File: config.mk
export PLATFORM = sky130hd
export DESIGN_NAME = wildcard_pattern_matcher
export DESIGN_NICKNAME = d
export VERILOG_FILES = /design/src/rtl/wpm_pkg.sv /design/src/rtl/wpm_cell.sv /design/src/rtl/wildcard_pattern_matcher.sv
export VERILOG_INCLUDE_DIRS = /design/src /design/src/rtl
export SDC_FILE = /design/constraint.sdc
export NUM_CORES = 1
export LEC_CHECK = 0
export ABC_CLOCK_PERIOD_IN_PS = 4250
export BUFFER_PORTS_ARGS = -buffer_cell sky130_fd_sc_hd__buf_2
export CELL_PAD_IN_SITES_DETAIL_PLACEMENT = 0
export CELL_PAD_IN_SITES_GLOBAL_PLACEMENT = 2
export CORE_MARGIN = 2
export CORE_UTILIZATION = 36
export CTS_CLUSTER_DIAMETER = 120
export DETAILED_ROUTE_END_ITERATION = 8
export GPL_TIMING_DRIVEN = 0
export PLACE_DENSITY_LB_ADDON = 0.12
export SLEW_MARGIN = 20
export SYNTH_ARGS = -nofsm -noshare
export SYNTH_HDL_FRONTEND = slang
export SYNTH_SLANG_ARGS = --single-unit
File: constraint.sdc
create_clock -name clk -period 4.25 [get_ports clk]
set_input_delay 0.425 -clock clk [delete_from_list [all_inputs] [get_ports clk]]
set_output_delay 0.425 -clock clk [all_outputs]
set_load 0.05 [all_outputs]
File: src/rtl/wildcard_pattern_matcher_macros.svh
// Assertion macros for the wildcard pattern matcher.
`ifndef WILDCARD_PATTERN_MATCHER_MACROS_SVH
`define WILDCARD_PATTERN_MATCHER_MACROS_SVH
`ifndef ASSERT_OFF
// same-cycle implication, disabled while reset is held
`define WPM_ASSERT_IMPL(label, clk, rst_n, a, c) \
  label: assert property (@(posedge clk) disable iff (!rst_n) (a) |-> (c)) \
    else $error("implication failed");
// next-cycle implication, disabled while reset is held
`define WPM_ASSERT_NEXT(label, clk, rst_n, a, c) \
  label: assert property (@(posedge clk) disable iff (!rst_n) (a) |=> (c)) \
    else $error("next-cycle implication failed");
`else
`define WPM_ASSERT_IMPL(label, clk, rst_n, a, c)
`define WPM_ASSERT_NEXT(label, clk, rst_n, a, c)
`endif
`endif

File: src/rtl/wpm_pkg.sv
// Package: modes, wildcard codes, case folding and cell control bundle.
package wpm_pkg;

  typedef enum logic [1:0] {
    MODE_CLEAR  = 2'd0,
    MODE_APPEND = 2'd1,
    MODE_TEXT   = 2'd2,
    MODE_END    = 2'd3
  } mode_t;

  localparam logic [7:0] STAR_BYTE = 8'h2A;
  localparam logic [7:0] ANY_BYTE  = 8'h3F;
  localparam logic [7:0] UPPER_A   = 8'h41;
  localparam logic [7:0] UPPER_Z   = 8'h5A;
  localparam logic [7:0] CASE_BIT  = 8'h20;

  // control broadcast to every cell
  typedef struct packed {
    logic       rearm;
    logic       step;
    logic       case_sens;
    logic [7:0] text;
  } cell_ctrl_t;

  function automatic logic [7:0] fold(input logic [7:0] b, input logic case_sens);
    if (!case_sens && b >= UPPER_A && b <= UPPER_Z) begin
      return b | CASE_BIT;
    end
    return b;
  endfunction

endpackage

File: src/rtl/wpm_cell.sv
// One pattern position: stored byte, active bit and star closure link.
module wpm_cell #(
  parameter int IDX = 0,
  parameter int LW  = 6
) (
  input  logic                clk,
  input  logic                rst_n,
  input  wpm_pkg::cell_ctrl_t ctrl,
  input  logic                wr,
  input  logic [7:0]          wbyte,
  input  logic [LW-1:0]       len_nxt,
  input  logic [LW-1:0]       len_r,
  input  logic                adv_in,
  input  logic                cstar_in,
  output logic                adv_out,
  output logic                cstar_out,
  output logic                end_hit
);

  logic [7:0] p_r;
  logic       active_r;
  logic       active_nxt;
  logic [7:0] p_eff;
  logic       en_eff;
  logic       star_eff;
  logic       hit;
  logic       base;
  logic       c;

  assign p_eff    = wr ? wbyte : p_r;
  assign en_eff   = LW'(IDX) < len_nxt;
  assign star_eff = (p_eff == wpm_pkg::STAR_BYTE);

  assign hit = (p_eff == wpm_pkg::ANY_BYTE) ||
               (wpm_pkg::fold(p_eff, ctrl.case_sens) == wpm_pkg::fold(ctrl.text, ctrl.case_sens));

  // text step: move on past a literal/any, or stay on a star
  assign adv_out = ctrl.step & active_r & en_eff & ~star_eff & hit;

  always_comb begin
    if (ctrl.rearm) begin
      base = (IDX == 0);
    end else begin
      base = adv_in | (active_r & en_eff & star_eff);
    end
    c          = base | cstar_in;
    cstar_out  = c & en_eff & star_eff;
    active_nxt = (ctrl.rearm | ctrl.step) ? c : active_r;
  end

  assign end_hit = active_r & (len_r == LW'(IDX));

  always_ff @(posedge clk) begin
    if (!rst_n) begin
      active_r <= (IDX == 0);
    end else begin
      active_r <= active_nxt;
    end
  end

  always_ff @(posedge clk) begin
    if (wr) begin
      p_r <= wbyte;
    end
  end

endmodule

File: src/rtl/wildcard_pattern_matcher.sv
// Top level: glob matcher built as a row of pattern-position cells.
//
// Usage
//   Input channel (in_valid/in_stall) carries in_mode and in_byte_value:
//     clear pattern, append a pattern byte, give a text byte, end of text.
//     Zero bytes in append and text items are ignored.
//   Result channel (out_valid/out_stall) carries out_matched and
//   out_pattern_overflow, one item per end-of-text item only.
//   Config channel (cfg_valid/cfg_ready/cfg_data) writes case_sensitive;
//   cfg_ready is always high. Write it only while the block is idle.
// Timing
//   One item per cycle while in_stall is low. Every cell updates its active bit in the
//   same cycle; star closure ripples down the row of PATTERN_LEN cells.
//   An end-of-text result is registered, in the skid entry while a result waits.
// Stall
//   A result register plus one skid entry: the block keeps taking items
//   while a result waits. in_stall rises only when the skid entry is full.
// Reset
//   rst_n is synchronous, active low: empty pattern, no overflow,
//   case_sensitive = 1, only position zero active, no result pending.
//   Pattern bytes are not cleared; only bytes below the length are used.
module wildcard_pattern_matcher #(
  parameter int PATTERN_LEN = 32
) (
  input  logic       clk,
  input  logic       rst_n,
  input  logic       in_valid,
  output logic       in_stall,
  input  logic [1:0] in_mode,
  input  logic [7:0] in_byte_value,
  output logic       out_valid,
  input  logic       out_stall,
  output logic       out_matched,
  output logic       out_pattern_overflow,
  input  logic       cfg_valid,
  output logic       cfg_ready,
  input  logic       cfg_data
);

  localparam int LW = $clog2(PATTERN_LEN + 1);

  // control state
  logic [LW-1:0] len_r, len_nxt;
  logic          ovf_r, ovf_nxt;
  logic          case_sens_r;
  logic          last_r, last_nxt;     // active bit of the position after the last cell
  logic          out_valid_r, out_valid_nxt;
  logic          skid_valid_r, skid_valid_nxt;
  // result payload
  logic          out_matched_r, out_matched_nxt;
  logic          out_ovf_r, out_ovf_nxt;
  logic          skid_matched_r, skid_ovf_r;

  logic                accept;
  logic                nonzero;
  logic                is_append;
  logic                full;
  logic                res_new;
  logic                res_matched;
  logic                out_fire;
  wpm_pkg::mode_t      mode;
  wpm_pkg::cell_ctrl_t ctrl;

  logic [PATTERN_LEN:0]   adv;
  logic [PATTERN_LEN:0]   cstar;
  logic [PATTERN_LEN-1:0] end_hit;
  logic                   end_active;

  assign mode      = wpm_pkg::mode_t'(in_mode);
  assign accept    = in_valid & ~in_stall;
  assign nonzero   = (in_byte_value != 8'd0);
  assign full      = (len_r == LW'(PATTERN_LEN));
  assign is_append = accept && (mode == wpm_pkg::MODE_APPEND) && nonzero;
  assign res_new   = accept && (mode == wpm_pkg::MODE_END);

  assign ctrl.rearm = accept && ((mode == wpm_pkg::MODE_CLEAR) || (mode == wpm_pkg::MODE_END) ||
                                 ((mode == wpm_pkg::MODE_APPEND) && nonzero));
  assign ctrl.step      = accept && (mode == wpm_pkg::MODE_TEXT) && nonzero;
  assign ctrl.case_sens = case_sens_r;
  assign ctrl.text      = in_byte_value;

  always_comb begin
    len_nxt = len_r;
    ovf_nxt = ovf_r;
    if (accept && (mode == wpm_pkg::MODE_CLEAR)) begin
      len_nxt = '0;
      ovf_nxt = 1'b0;
    end else if (is_append) begin
      if (full) begin
        ovf_nxt = 1'b1;
      end else begin
        len_nxt = len_r + LW'(1);
      end
    end
  end

  // row of cells; adv and cstar chain from cell i into cell i+1
  assign adv[0]   = 1'b0;
  assign cstar[0] = 1'b0;

  for (genvar i = 0; i < PATTERN_LEN; i++) begin : g_cell
    wpm_cell #(
      .IDX (i),
      .LW  (LW)
    ) u_cell (
      .clk       (clk),
      .rst_n     (rst_n),
      .ctrl      (ctrl),
      .wr        (is_append && !full && (len_r == LW'(i))),
      .wbyte     (in_byte_value),
      .len_nxt   (len_nxt),
      .len_r     (len_r),
      .adv_in    (adv[i]),
      .cstar_in  (cstar[i]),
      .adv_out   (adv[i+1]),
      .cstar_out (cstar[i+1]),
      .end_hit   (end_hit[i])
    );
  end

  // final position: reached by a step or by a trailing star run
  always_comb begin
    last_nxt = last_r;
    if (ctrl.rearm) begin
      last_nxt = cstar[PATTERN_LEN];
    end else if (ctrl.step) begin
      last_nxt = adv[PATTERN_LEN] | cstar[PATTERN_LEN];
    end
  end

  assign end_active  = (|end_hit) | (last_r & full);
  assign res_matched = end_active & ~ovf_r;

  // result register with one skid entry
  assign out_fire = out_valid_r & ~out_stall;
  assign in_stall = skid_valid_r;

  always_comb begin
    out_valid_nxt   = out_valid_r;
    skid_valid_nxt  = skid_valid_r;
    out_matched_nxt = out_matched_r;
    out_ovf_nxt     = out_ovf_r;
    if (!out_valid_r || out_fire) begin
      if (skid_valid_r) begin
        out_valid_nxt   = 1'b1;
        out_matched_nxt = skid_matched_r;
        out_ovf_nxt     = skid_ovf_r;
        skid_valid_nxt  = 1'b0;
      end else begin
        out_valid_nxt   = res_new;
        out_matched_nxt = res_matched;
        out_ovf_nxt     = ovf_r;
      end
    end else if (res_new) begin
      skid_valid_nxt = 1'b1;
    end
  end

  always_ff @(posedge clk) begin
    if (!rst_n) begin
      len_r        <= '0;
      ovf_r        <= 1'b0;
      case_sens_r  <= 1'b1;
      last_r       <= 1'b0;
      out_valid_r  <= 1'b0;
      skid_valid_r <= 1'b0;
    end else begin
      len_r        <= len_nxt;
      ovf_r        <= ovf_nxt;
      last_r       <= last_nxt;
      out_valid_r  <= out_valid_nxt;
      skid_valid_r <= skid_valid_nxt;
      if (cfg_valid && cfg_ready) begin
        case_sens_r <= cfg_data;
      end
    end
  end

  always_ff @(posedge clk) begin
    out_matched_r <= out_matched_nxt;
    out_ovf_r     <= out_ovf_nxt;
    if (res_new && out_valid_r && !out_fire) begin
      skid_matched_r <= res_matched;
      skid_ovf_r     <= ovf_r;
    end
  end

  assign cfg_ready            = 1'b1;
  assign out_valid            = out_valid_r;
  assign out_matched          = out_matched_r;
  assign out_pattern_overflow = out_ovf_r;

`include "wildcard_pattern_matcher_macros.svh"

  // a waiting skid item always sits behind a held result
  `WPM_ASSERT_IMPL(a_skid_behind_out, clk, rst_n, skid_valid_r, out_valid_r)
  // an overflowed pattern never reports a match
  `WPM_ASSERT_IMPL(a_ovf_no_match, clk, rst_n, out_valid_r && out_ovf_r, !out_matched_r)
  // a clear empties the pattern and drops the overflow flag
  `WPM_ASSERT_NEXT(a_clear_empties, clk, rst_n, accept && (mode == wpm_pkg::MODE_CLEAR),
                   (len_r == '0) && !ovf_r)
  // length never passes the store capacity
  `WPM_ASSERT_IMPL(a_len_bound, clk, rst_n, 1'b1, len_r <= LW'(PATTERN_LEN))

endmodule

---- After elaboration in Yosys (flattened, before gate mapping) ----
Cells that the tools add are included.
storage, ports and cells
  register bits after elaboration ......... 303
  bits of input ports ..................... 16
  output and inout bits ................... 5
  logic and storage cells ................. 1,024
operators by class
  $add $sub $neg .......................... 1
  order comparisons ....................... 98
  equality and inequality tests ........... 131
  mux-type cells .......................... 171
  bitwise operators ....................... 393
  reductions and logical operators ........ 156
operator list
  cell                   count
  $mux W8                98
  $eq A8 B6 Y1 const B   64
  $and A1 B1 Y1          292
  $ge A8 B7 Y1 const B   33
  $le A8 B7 Y1 const B   33
  $eq A8 B8 Y1           32
  $logic_and A1 B1 Y1    109
  $eq A6 B5 Y1 const B   16
  $lt A5 B6 Y1 const A   16
  $mux W1                70
  $or A1 B1 Y1           65
  $eq A6 B4 Y1 const B   8
  $lt A4 B6 Y1 const A   8
  $not A1 Y1             36
  $logic_or A1 B1 Y1     35
  $reduce_or A32 Y1      1
  $eq A6 B3 Y1 const B   4
  $lt A3 B6 Y1 const A   4
  $mux W6                3
  $eq A6 B2 Y1 const B   2
  $lt A1 B6 Y1 const A   2
  $lt A2 B6 Y1 const A   2
  $reduce_bool A8 Y1     1
  $add A6 B1 Y6 const B  1
  10 further kinds       15

---- Depth between registers and ports, before layout ----
Gate-level depths: netlist of the first run.
  depth in word-level cells ............... 113
  depth in mapped cells ................... 21
  gate-level depth less buffers ........... 18

---- Cells and area by module ----
From an unflattened synthesis of the first run, not the netlist that was laid out.
second synthesis, totals
  cell total of the unflattened synthesis .. 2,594
  area total of the unflattened synthesis .. 23,048.4 um^2
by module, submodules not included
  module                             instances  cells an instance  area an instance (um^2)  sequential area each (um^2)
  wpm_cell at g_cell[24].u_cell ...  2          83                 706.9                    180.2
  wpm_cell at g_cell[21].u_cell ...  2          73                 641.9                    180.2
  wildcard_pattern_matcher           1          171                1,234.9                  340.3
  wpm_cell at g_cell[30].u_cell      1          81                 744.5                    180.2
  wpm_cell at g_cell[20].u_cell      1          80                 725.7                    180.2
  wpm_cell at g_cell[26].u_cell      1          78                 716.9                    180.2
  wpm_cell at g_cell[6].u_cell       1          79                 715.7                    180.2
  wpm_cell at g_cell[12].u_cell      1          80                 713.2                    180.2
  wpm_cell at g_cell[18].u_cell      1          79                 705.7                    180.2
  wpm_cell at g_cell[2].u_cell       1          74                 705.7                    180.2
  wpm_cell at g_cell[1].u_cell       1          79                 704.4                    180.2
  wpm_cell at g_cell[28].u_cell      1          80                 700.7                    180.2
  wpm_cell at g_cell[5].u_cell       1          79                 700.7                    180.2
  wpm_cell at g_cell[0].u_cell       1          81                 699.4                    180.2
  +17 rows                           -          -                  -                        -

---- Least setup slack after synthesis of the first run ----
No wires, ideal clock.
  path type ............................... in2reg
  from .................................... in in_byte_value[5]
  to ...................................... reg g_cell[31].u_cell.active_r
  library setup time ...................... 133 ps
  arrival ................................. 4,320 ps
  data required time ...................... 4,117 ps
  slack ................................... -203 ps
  stages .................................. 18
  path buffers ............................ 3
  cells stage by stage .................... buf_2 or4_1 buf_6 o2111a_1 buf_6 nand2_1 mux2_2 or3b_1 a21oi_1 o22ai_1 a221o_1 or3_4 a2111oi_4 nor2_2 a21oi_2 o31a_1 o31a_1 a21oi_1
between the ends
  cells in the longest elaborated chain, start to end .. 106
ends and longest elaborated chain
  what                               RTL line                         RTL
  from (decl)                        wildcard_pattern_matcher.sv:30   input logic [7:0] in_byte_value,
  $reduce_bool A8 Y1                 wildcard_pattern_matcher.sv:71   assign nonzero = (in_byte_value != 8'd0);
  $logic_and A1 B1 Y1                wildcard_pattern_matcher.sv:73   assign is_append = accept && (mode == wpm_pkg::MODE_APPEND) && nonzero;
  $logic_and A1 B1 Y1 (2 in series)  wildcard_pattern_matcher.sv:109  .wr (is_append && !full && (len_r == LW'(i))),
  $mux W8                            -
  $ge A8 B7 Y1                       wpm_pkg.sv:26                    if (!case_sens && b >= UPPER_A && b <= UPPER_Z) begin
  $logic_and A1 B1 Y1 (2 in series)  wpm_pkg.sv:26
  $mux W1                            wpm_pkg.sv:26
  $mux W8                            wpm_pkg.sv:29                    return b;
  [... 84 more ...]                  -
  $and A1 B1 Y1 (2 in series)        wpm_cell.sv:47                   cstar_out = c & en_eff & star_eff;
  $or A1 B1 Y1                       wpm_cell.sv:46                   c = base | cstar_in;
  $and A1 B1 Y1 (2 in series)        wpm_cell.sv:47
  $or A1 B1 Y1                       wpm_cell.sv:46
  $and A1 B1 Y1 (2 in series)        wpm_cell.sv:47
  $or A1 B1 Y1                       wpm_cell.sv:46
  $and A1 B1 Y1 (2 in series)        wpm_cell.sv:47
  $or A1 B1 Y1                       wpm_cell.sv:46
  to (signal assigned)               wpm_cell.sv:55                   active_r <= (IDX == 0);
  to (signal assigned)               wpm_cell.sv:57                   active_r <= active_nxt;
  to (decl)                          wpm_cell.sv:21                   logic active_r;
Several ways; a longest one is shown, not always the timed one. The select of a mux whose other input is x is not followed.
A chain may end at the register's enable or synchronous reset.

---- Worst setup path after layout of the first run ----
  from .................................... reg len_r[1]
  to ...................................... reg g_cell[31].u_cell.active_r
between the ends
  cells in the longest elaborated chain, start to end .. 106
ends and longest elaborated chain
  what                               RTL line                         RTL
  from (decl)                        wildcard_pattern_matcher.sv:43   logic [LW-1:0] len_r, len_nxt;
  from (signal assigned)             wildcard_pattern_matcher.sv:168  len_r <= len_nxt;
  $eq A6 B6 Y1                       wildcard_pattern_matcher.sv:72   assign full = (len_r == LW'(PATTERN_LEN));
  $logic_not A1 Y1                   wildcard_pattern_matcher.sv:109
  $logic_and A1 B1 Y1 (2 in series)  wildcard_pattern_matcher.sv:109
  $mux W8                            -
  $ge A8 B7 Y1                       wpm_pkg.sv:26
  $logic_and A1 B1 Y1 (2 in series)  wpm_pkg.sv:26
  $mux W1                            wpm_pkg.sv:26
  $mux W8                            wpm_pkg.sv:29
  [... 84 more ...]                  -
  $and A1 B1 Y1 (2 in series)        wpm_cell.sv:47
  $or A1 B1 Y1                       wpm_cell.sv:46
  $and A1 B1 Y1 (2 in series)        wpm_cell.sv:47
  $or A1 B1 Y1                       wpm_cell.sv:46
  $and A1 B1 Y1 (2 in series)        wpm_cell.sv:47
  $or A1 B1 Y1                       wpm_cell.sv:46
  $and A1 B1 Y1 (2 in series)        wpm_cell.sv:47
  $or A1 B1 Y1 (*)                   wpm_cell.sv:46
Mark *: on every way between the ends. The rest lies on a longest branch, timed or not. The select of a mux whose other input is x is not followed.

==> impl_metrics.json, run 1 <==
{
  "synth-simple-area-share": 0.208,
  "avgSynthCellArea_um2": 8.45,
  "cp_data_required_time_ns": 4.70,
  "cp-end-kind": "flip-flop",
  "ys_seq_area_frac": 0.314,
  "fin_nets": 2507,
  "cts.path.max_buffers": 3,
  "wl_met1_um": 40400,
  "synth.most_common_cell": "dfxtp_1",
  "finalPower_mw": 7.61,
  "clock_skew_ns": 0.0154,
  "clock.fmax_mhz": 228,
  "hold_class": "input port to flip-flop",
  "dp_slack_ns": -2.47,
  "dpl_cell_area_um2": 20600,
  "track_usage": 0.324,
  "worstMarginPinSlew_ns": 1.27,
  "synth.ff_latch_count": 303,
  "cap_violations": 0,
  "min_period_ns": 4.38,
  "drt-initial-drc-count": 1980,
  "final_core_util": 0.461,
  "slew-limit-headroom": 0.151,
  "hold_slack_ns": 0.0472,
  "io-pin-count": 21,
  "synth_top_family_by_area": "simple AND/OR/NAND/NOR gates",
  "worst_ir_drop_vdd_v": 0.000269,
  "crit_arrival_ns": 4.83,
  "yosysTopAreaCell": "dfxtp_1",
  "dp_hpwl_um": 65900,
  "ant_nets": 0,
  "synth_commonest_cells": "dfxtp_1, nand2_1, mux2_2",
  "synth_top_area_share": 0.308,
  "crit_type": "flip-flop to flip-flop",
  "grt_pass1_wl_um": 133000,
  "area_growth_pct": 27.3,
  "wl_met3_um": 6600,
  "core_um2": 53600,
  "status": "finished with violations",
  "finalCritPeriodShare": 1.03,
  "wl_um": 92200,
  "synth_mux_area_frac": 0.135,
  "start_util": 0.362,
  "path_clk_slew_ns": 0.06,
  "rsz0062_at_grt": "true",
  "synth_compound_area_frac": 0.174,
  "top_layer": "met4",
  "yosysWarnings": 0,
  "dieHeight_um": 236,
  "drive_above_1_share": 0.284,
  "ys_types": 98,
  "cts-buffers-inserted": 40,
  "hold_viol_final": 0,
  "synth-xor-area-share": 0.114,
  "wire_per_inst_um": 28.7,
  "routed-via-count": 19500,
  "synthFlopType": "dfxtp_1",
  "dpl.cell_count": 3015,
  "antenna_found_initial": 2,
  "drc": 0,
  "h-tree-depth": 2,
  "setup_viol": 9,
  "overflow": 0,
  "port_buffers": 16,
  "crit_fanout": 5,
  "cts.sink_count": 303,
  "fin_tns_setup_ns": -0.812,
  "placementRows": 85,
  "grt_pass1_vias": 18900,
  "dieArea_um2": 55800,
  "met2_length_um": 40100,
  "power_density_nw_per_um2": 308,
  "cp-start-kind": "flip-flop",
  "synth-edff-count": 4,
  "synth.area.top_cells": "dfxtp_1, mux2_2, xnor2_1",
  "firstDrtPassIters": 5,
  "syn-num-nets": 2321,
  "synth_fa_ha_area_frac": 0.00515,
  "die_w_um": 236,
  "fin_area_um2": 24700,
  "syn_area_um2": 19400,
  "violations": "setup timing",
  "synthArstFlopShare": 0,
  "grt_max_degree": 12,
  "maxSlewViolCount": 0,
  "clockRootBuffer": "clkbuf_16",
  "via_per_inst": 6.07,
  "place.gp.congestion": 0.987,
  "clk_latency_ns": 0.59,
  "setup_ws_ns": -0.132,
  "p_leak_nw": 9.48,
  "tritoncts": "built",
  "syn_inst": 2297,
  "fin_cells": 3211
}
## registers in the layout, summed over array words and instances, names as in the netlist
signal,flops
out_pattern_overflow,1
in_stall,1
g_cell.u_cell.p_r,256
out_matched,1
g_cell.u_cell.active_r,32
case_sens_r,1
len_r,6
out_valid,1
ovf_r,1
last_r,1
skid_matched_r,1
skid_ovf_r,1
## cells in the final DEF (no fill, tap or decap), types with 22 or more instances in the layout
cell	n
clkbuf_16	42
a211oi_1	22
mux2_2	172
nor4_1	40
and3_1	22
inv_1	80
o21ai_0	99
a21oi_1	88
nand2_1	175
nor2_1	132
clkbuf_1	37
nand4_1	67
nand3_1	77
buf_4	141
xnor2_1	132
xor2_1	117
buf_2	36
nor3_1	50
dfxtp_1	295
mux2i_1	51
## worst paths after layout
path                                                  end  depth (start not counted)                       startpoint  slack (ns)
setup / recovery  g_cell[31].u_cell.active_r$_SDFFE_PN0P_                         17              len_r[1]$_SDFF_PN0_       -0.13
hold / removal                   case_sens_r$_SDFFE_PN1P_                          2                        cfg_valid        0.05
setup reg to reg  g_cell[31].u_cell.active_r$_SDFFE_PN0P_                         17              len_r[1]$_SDFF_PN0_       -0.13
hold reg to reg           g_cell[6].u_cell.p_r[5]$_DFF_P_                          2  g_cell[6].u_cell.p_r[5]$_DFF_P_        0.49
## area by class of cell
type	instances	area (um2)
clock inverter	11	141
tap	696	871
fill	5295	28900
sequential	303	6120
clock buffer	62	1280
timing repair buffer	154	1280
buffer	137	940
antenna	1	2.50
multi-input combinational	1764	13800
inverter	83	323
## worst max-delay path: stages, from the launching register on
cell and delay (ns):
dfxtp_4 0.37, clkinvlp_4 0.15, ha_4 0.20, nand3b_1 0.17, o31ai_2 0.32, o211ai_1 0.26
a22o_1 0.30, a221oi_4 0.38, a311oi_2 0.08, o211a_1 0.27, a221o_1 0.33, or3_4 0.36
a2111oi_4 0.33, nor2_2 0.11, a21oi_4 0.17, o31a_1 0.18, o31a_1 0.17, a21oi_1 0.07
## per-layer routing
metal  vias to the layer above  global-route usage
met2                       828               0.503
li1                       8792                   -
met5                         -                   0
met1                      9678               0.435
met4                         0               0.161
met3                       206              0.0537
## kinds of logic (layout without fill, tap and decap cells)
| family | count (synthesis) | count (layout) |
|---|---|---|
| AO/OA/AOI/OAI | 489 | 489 |
| XOR/XNOR | 253 | 253 |
| adder cells (fa/ha/maj) | 8 | 8 |
| buffers and inverters | 230 | 447 |
| flip-flops | 303 | 303 |
| multiplexers | 239 | 239 |
| other | 1 | 2 |
| AND/OR/NAND/NOR | 774 | 774 |
## timing repair
action	4_1_cts	5_1_grt
gates resized for setup	366	69
hold buffers	0	0
setup buffers	109	23
pin swaps	76	36
setup endpoints to repair	121	22
## power by group
group	internal, mW	switching [mW]	total (mW)
registers	2.93	0.104	3.03
logic	0.311	0.573	0.883
clock network	2.24	1.45	3.69
(Power assumes the default switching activity.)
==> run 2, diff against run 1 <==
Settings changed: SKIP_LAST_GASP set to 1, TNS_END_PERCENT set to 5.
==> run 2 against run 1 <==
  * The run still ends with setup timing left
  * Sequential share of layout area grew 0.36 points
  * Routed wire length down 0.26%
  * Critical path depth decreased by 1
  * Clock skew up 0.012 ns
==> impl_metrics.json, run 2 (synthesis results as in run 1) <==
{
  "status": "finished with violations",
  "violations": "setup timing",
  "area_growth_pct": 25.5,
  "wire_per_inst_um": 28.7,
  "hold_slack_ns": 0.0610,
  "top_layer": "met4",
  "p_leak_nw": 9.34,
  "firstDrtPassIters": 5,
  "grt_pass1_wl_um": 131000,
  "tritoncts": "built",
  "fin_nets": 2501,
  "h-tree-depth": 2,
  "crit_arrival_ns": 4.96,
  "drc": 0,
  "grt_pass1_vias": 18400,
  "cts.path.max_buffers": 3,
  "p_clk_frac": 0.466,
  "rsz0062_at_grt": "true",
  "pwr-share-seq": 0.414,
  "largest_reg_flops": 256,
  "wl_met3_um": 6940,
  "io-pin-count": 21,
  "top_regs": "g_cell.u_cell.p_r (256), g_cell.u_cell.active_r (32), len_r (6)",
  "cp-start-kind": "flip-flop",
  "worst_ir_drop_vdd_v": 0.000285,
  "hold_buffers": 0,
  "clk_latency_ns": 0.59,
  "dieArea_um2": 55800,
  "place.gp.congestion": 0.961,
  "min_period_ns": 4.43,
  "dp_hpwl_um": 66100,
  "finalCritPeriodShare": 1.04,
  "setup_viol": 14,
  "dpl.cell_count": 3015,
  "dieHeight_um": 236,
  "met2_length_um": 40500,
  "crit_type": "flip-flop to flip-flop",
  "p_sw_mw": 2.07,
  "maxSlewViolCount": 0,
  "hold_class": "input port to flip-flop",
  "via_per_inst": 6.02,
  "largest_register": "g_cell.u_cell.p_r",
  "port_buffers": 16,
  "drive_above_1_share": 0.266,
  "start_util": 0.362,
  "power_density_nw_per_um2": 301,
  "combPwrFrac": 0.120,
  "grt_max_degree": 11,
  "drt-initial-drc-count": 1973,
  "core_um2": 53600,
  "overflow": 0,
  "die_w_um": 236,
  "cap_violations": 0,
  "dp_slack_ns": -2.43,
  "fin_cells": 3201,
  "routed-via-count": 19300,
  "cp-end-kind": "flip-flop",
  "final_common_cell": "dfxtp_1",
  "antenna_found_initial": 5,
  "worstMarginPinSlew_ns": 1.16,
  "hold_viol_final": 0,
  "clock_skew_ns": 0.0275,
  "wl_um": 91900,
  "path_clk_slew_ns": 0.05,
  "fill_cells": 5294,
  "clock.fmax_mhz": 226,
  "internal_power_mw": 5.27,
  "setup_ws_ns": -0.183,
  "track_usage": 0.322,
  "crit_fanout": 5,
  "ant_nets": 0,
  "slew-limit-headroom": 0.225,
  "placementRows": 85,
  "clockRootBuffer": "clkbuf_16",
  "fin_tns_setup_ns": -1.47,
  "cts-buffers-inserted": 41,
  "cp_data_required_time_ns": 4.77,
  "cts.sink_count": 303,
  "wl_met1_um": 39900,
  "finalPower_mw": 7.35,
  "layout_common_cells": "dfxtp_1, nand2_1, mux2_2",
  "p_sw_frac": 0.282
}
==> run 2: final timing paths <==
path / startpoint / slack (ns) / cells past startpoint / endpoint
min: cfg_valid / 0.06 / 2 / case_sens_r$_SDFFE_PN1P_
min reg2reg: g_cell[18].u_cell.p_r[5]$_DFF_P_ / 0.48 / 2 / g_cell[18].u_cell.p_r[5]$_DFF_P_
max: g_cell[0].u_cell.p_r[2]$_DFF_P_ / -0.18 / 16 / g_cell[13].u_cell.active_r$_SDFFE_PN0P_
max reg2reg: g_cell[0].u_cell.p_r[2]$_DFF_P_ / -0.18 / 16 / g_cell[13].u_cell.active_r$_SDFFE_PN0P_
==> run 2: area by class of cell <==
type / instances / area, um2 / area share
multi-input combinational: 1764 / 13600 / 0.559
sequential: 303 / 6120 / 0.251
timing repair buffer: 147 / 1210 / 0.0498
clock buffer: 62 / 1190 / 0.0487
buffer: 137 / 942 / 0.0387
tap: 696 / 871 / 0.0357
inverter: 83 / 323 / 0.0132
clock inverter: 6 / 91.3 / 0.00375
antenna: 3 / 7.51 / 0.000308
==> run 2: worst max-delay path, cell delays in order (launching register included) <==
cell      delay [ns]
dfxtp_1         0.35
or3_1           0.40
or4b_2          0.76
mux2i_2         0.31
o21a_1          0.20
a2111o_1        0.15
nand4_1         0.19
a211oi_2        0.37
nor2_2          0.10
buf_4           0.15
o211ai_1        0.24
a21oi_1         0.13
o21ai_0         0.31
a21oi_1         0.17
o21a_1          0.23
o21ai_0         0.15
o211a_1         0.16
==> run 2: layer usage <==
layer	up-vias	track usage
met2	802	0.503
met1	9515	0.432
met5	-	0
li1	8786	-
met3	172	0.0537
met4	0	0.157
==> run 2: power by group through the flow <==
stage / logic [mW] / clock network, mW / registers (mW)
after global routing: 0.933 / 3.59 / 3.05
after CTS: 0.865 / 3.48 / 3.03
after global placement: 0.771 / 0 / 3.09
after detailed placement: 0.775 / 0 / 3.10
final: 0.884 / 3.42 / 3.04
after floorplan: 0.478 / 0 / 3.07
==> run 2: per-stage QoR <==
step / instance area [um2] / util
2_1_floorplan: 19500 / -
3_3_place_gp: 20400 / 0.381
3_5_place_dp: 20600 / 0.383
4_1_cts: 24200 / 0.451
5_1_grt: 24400 / 0.454
6_report: 24400 / 0.455
==> run 2: what timing repair did <==
action	CTS	global route
gates resized for setup	357	26
gates cloned	1	0
setup endpoints to repair	119	17
buffers inserted	117	7
pin swaps	72	14
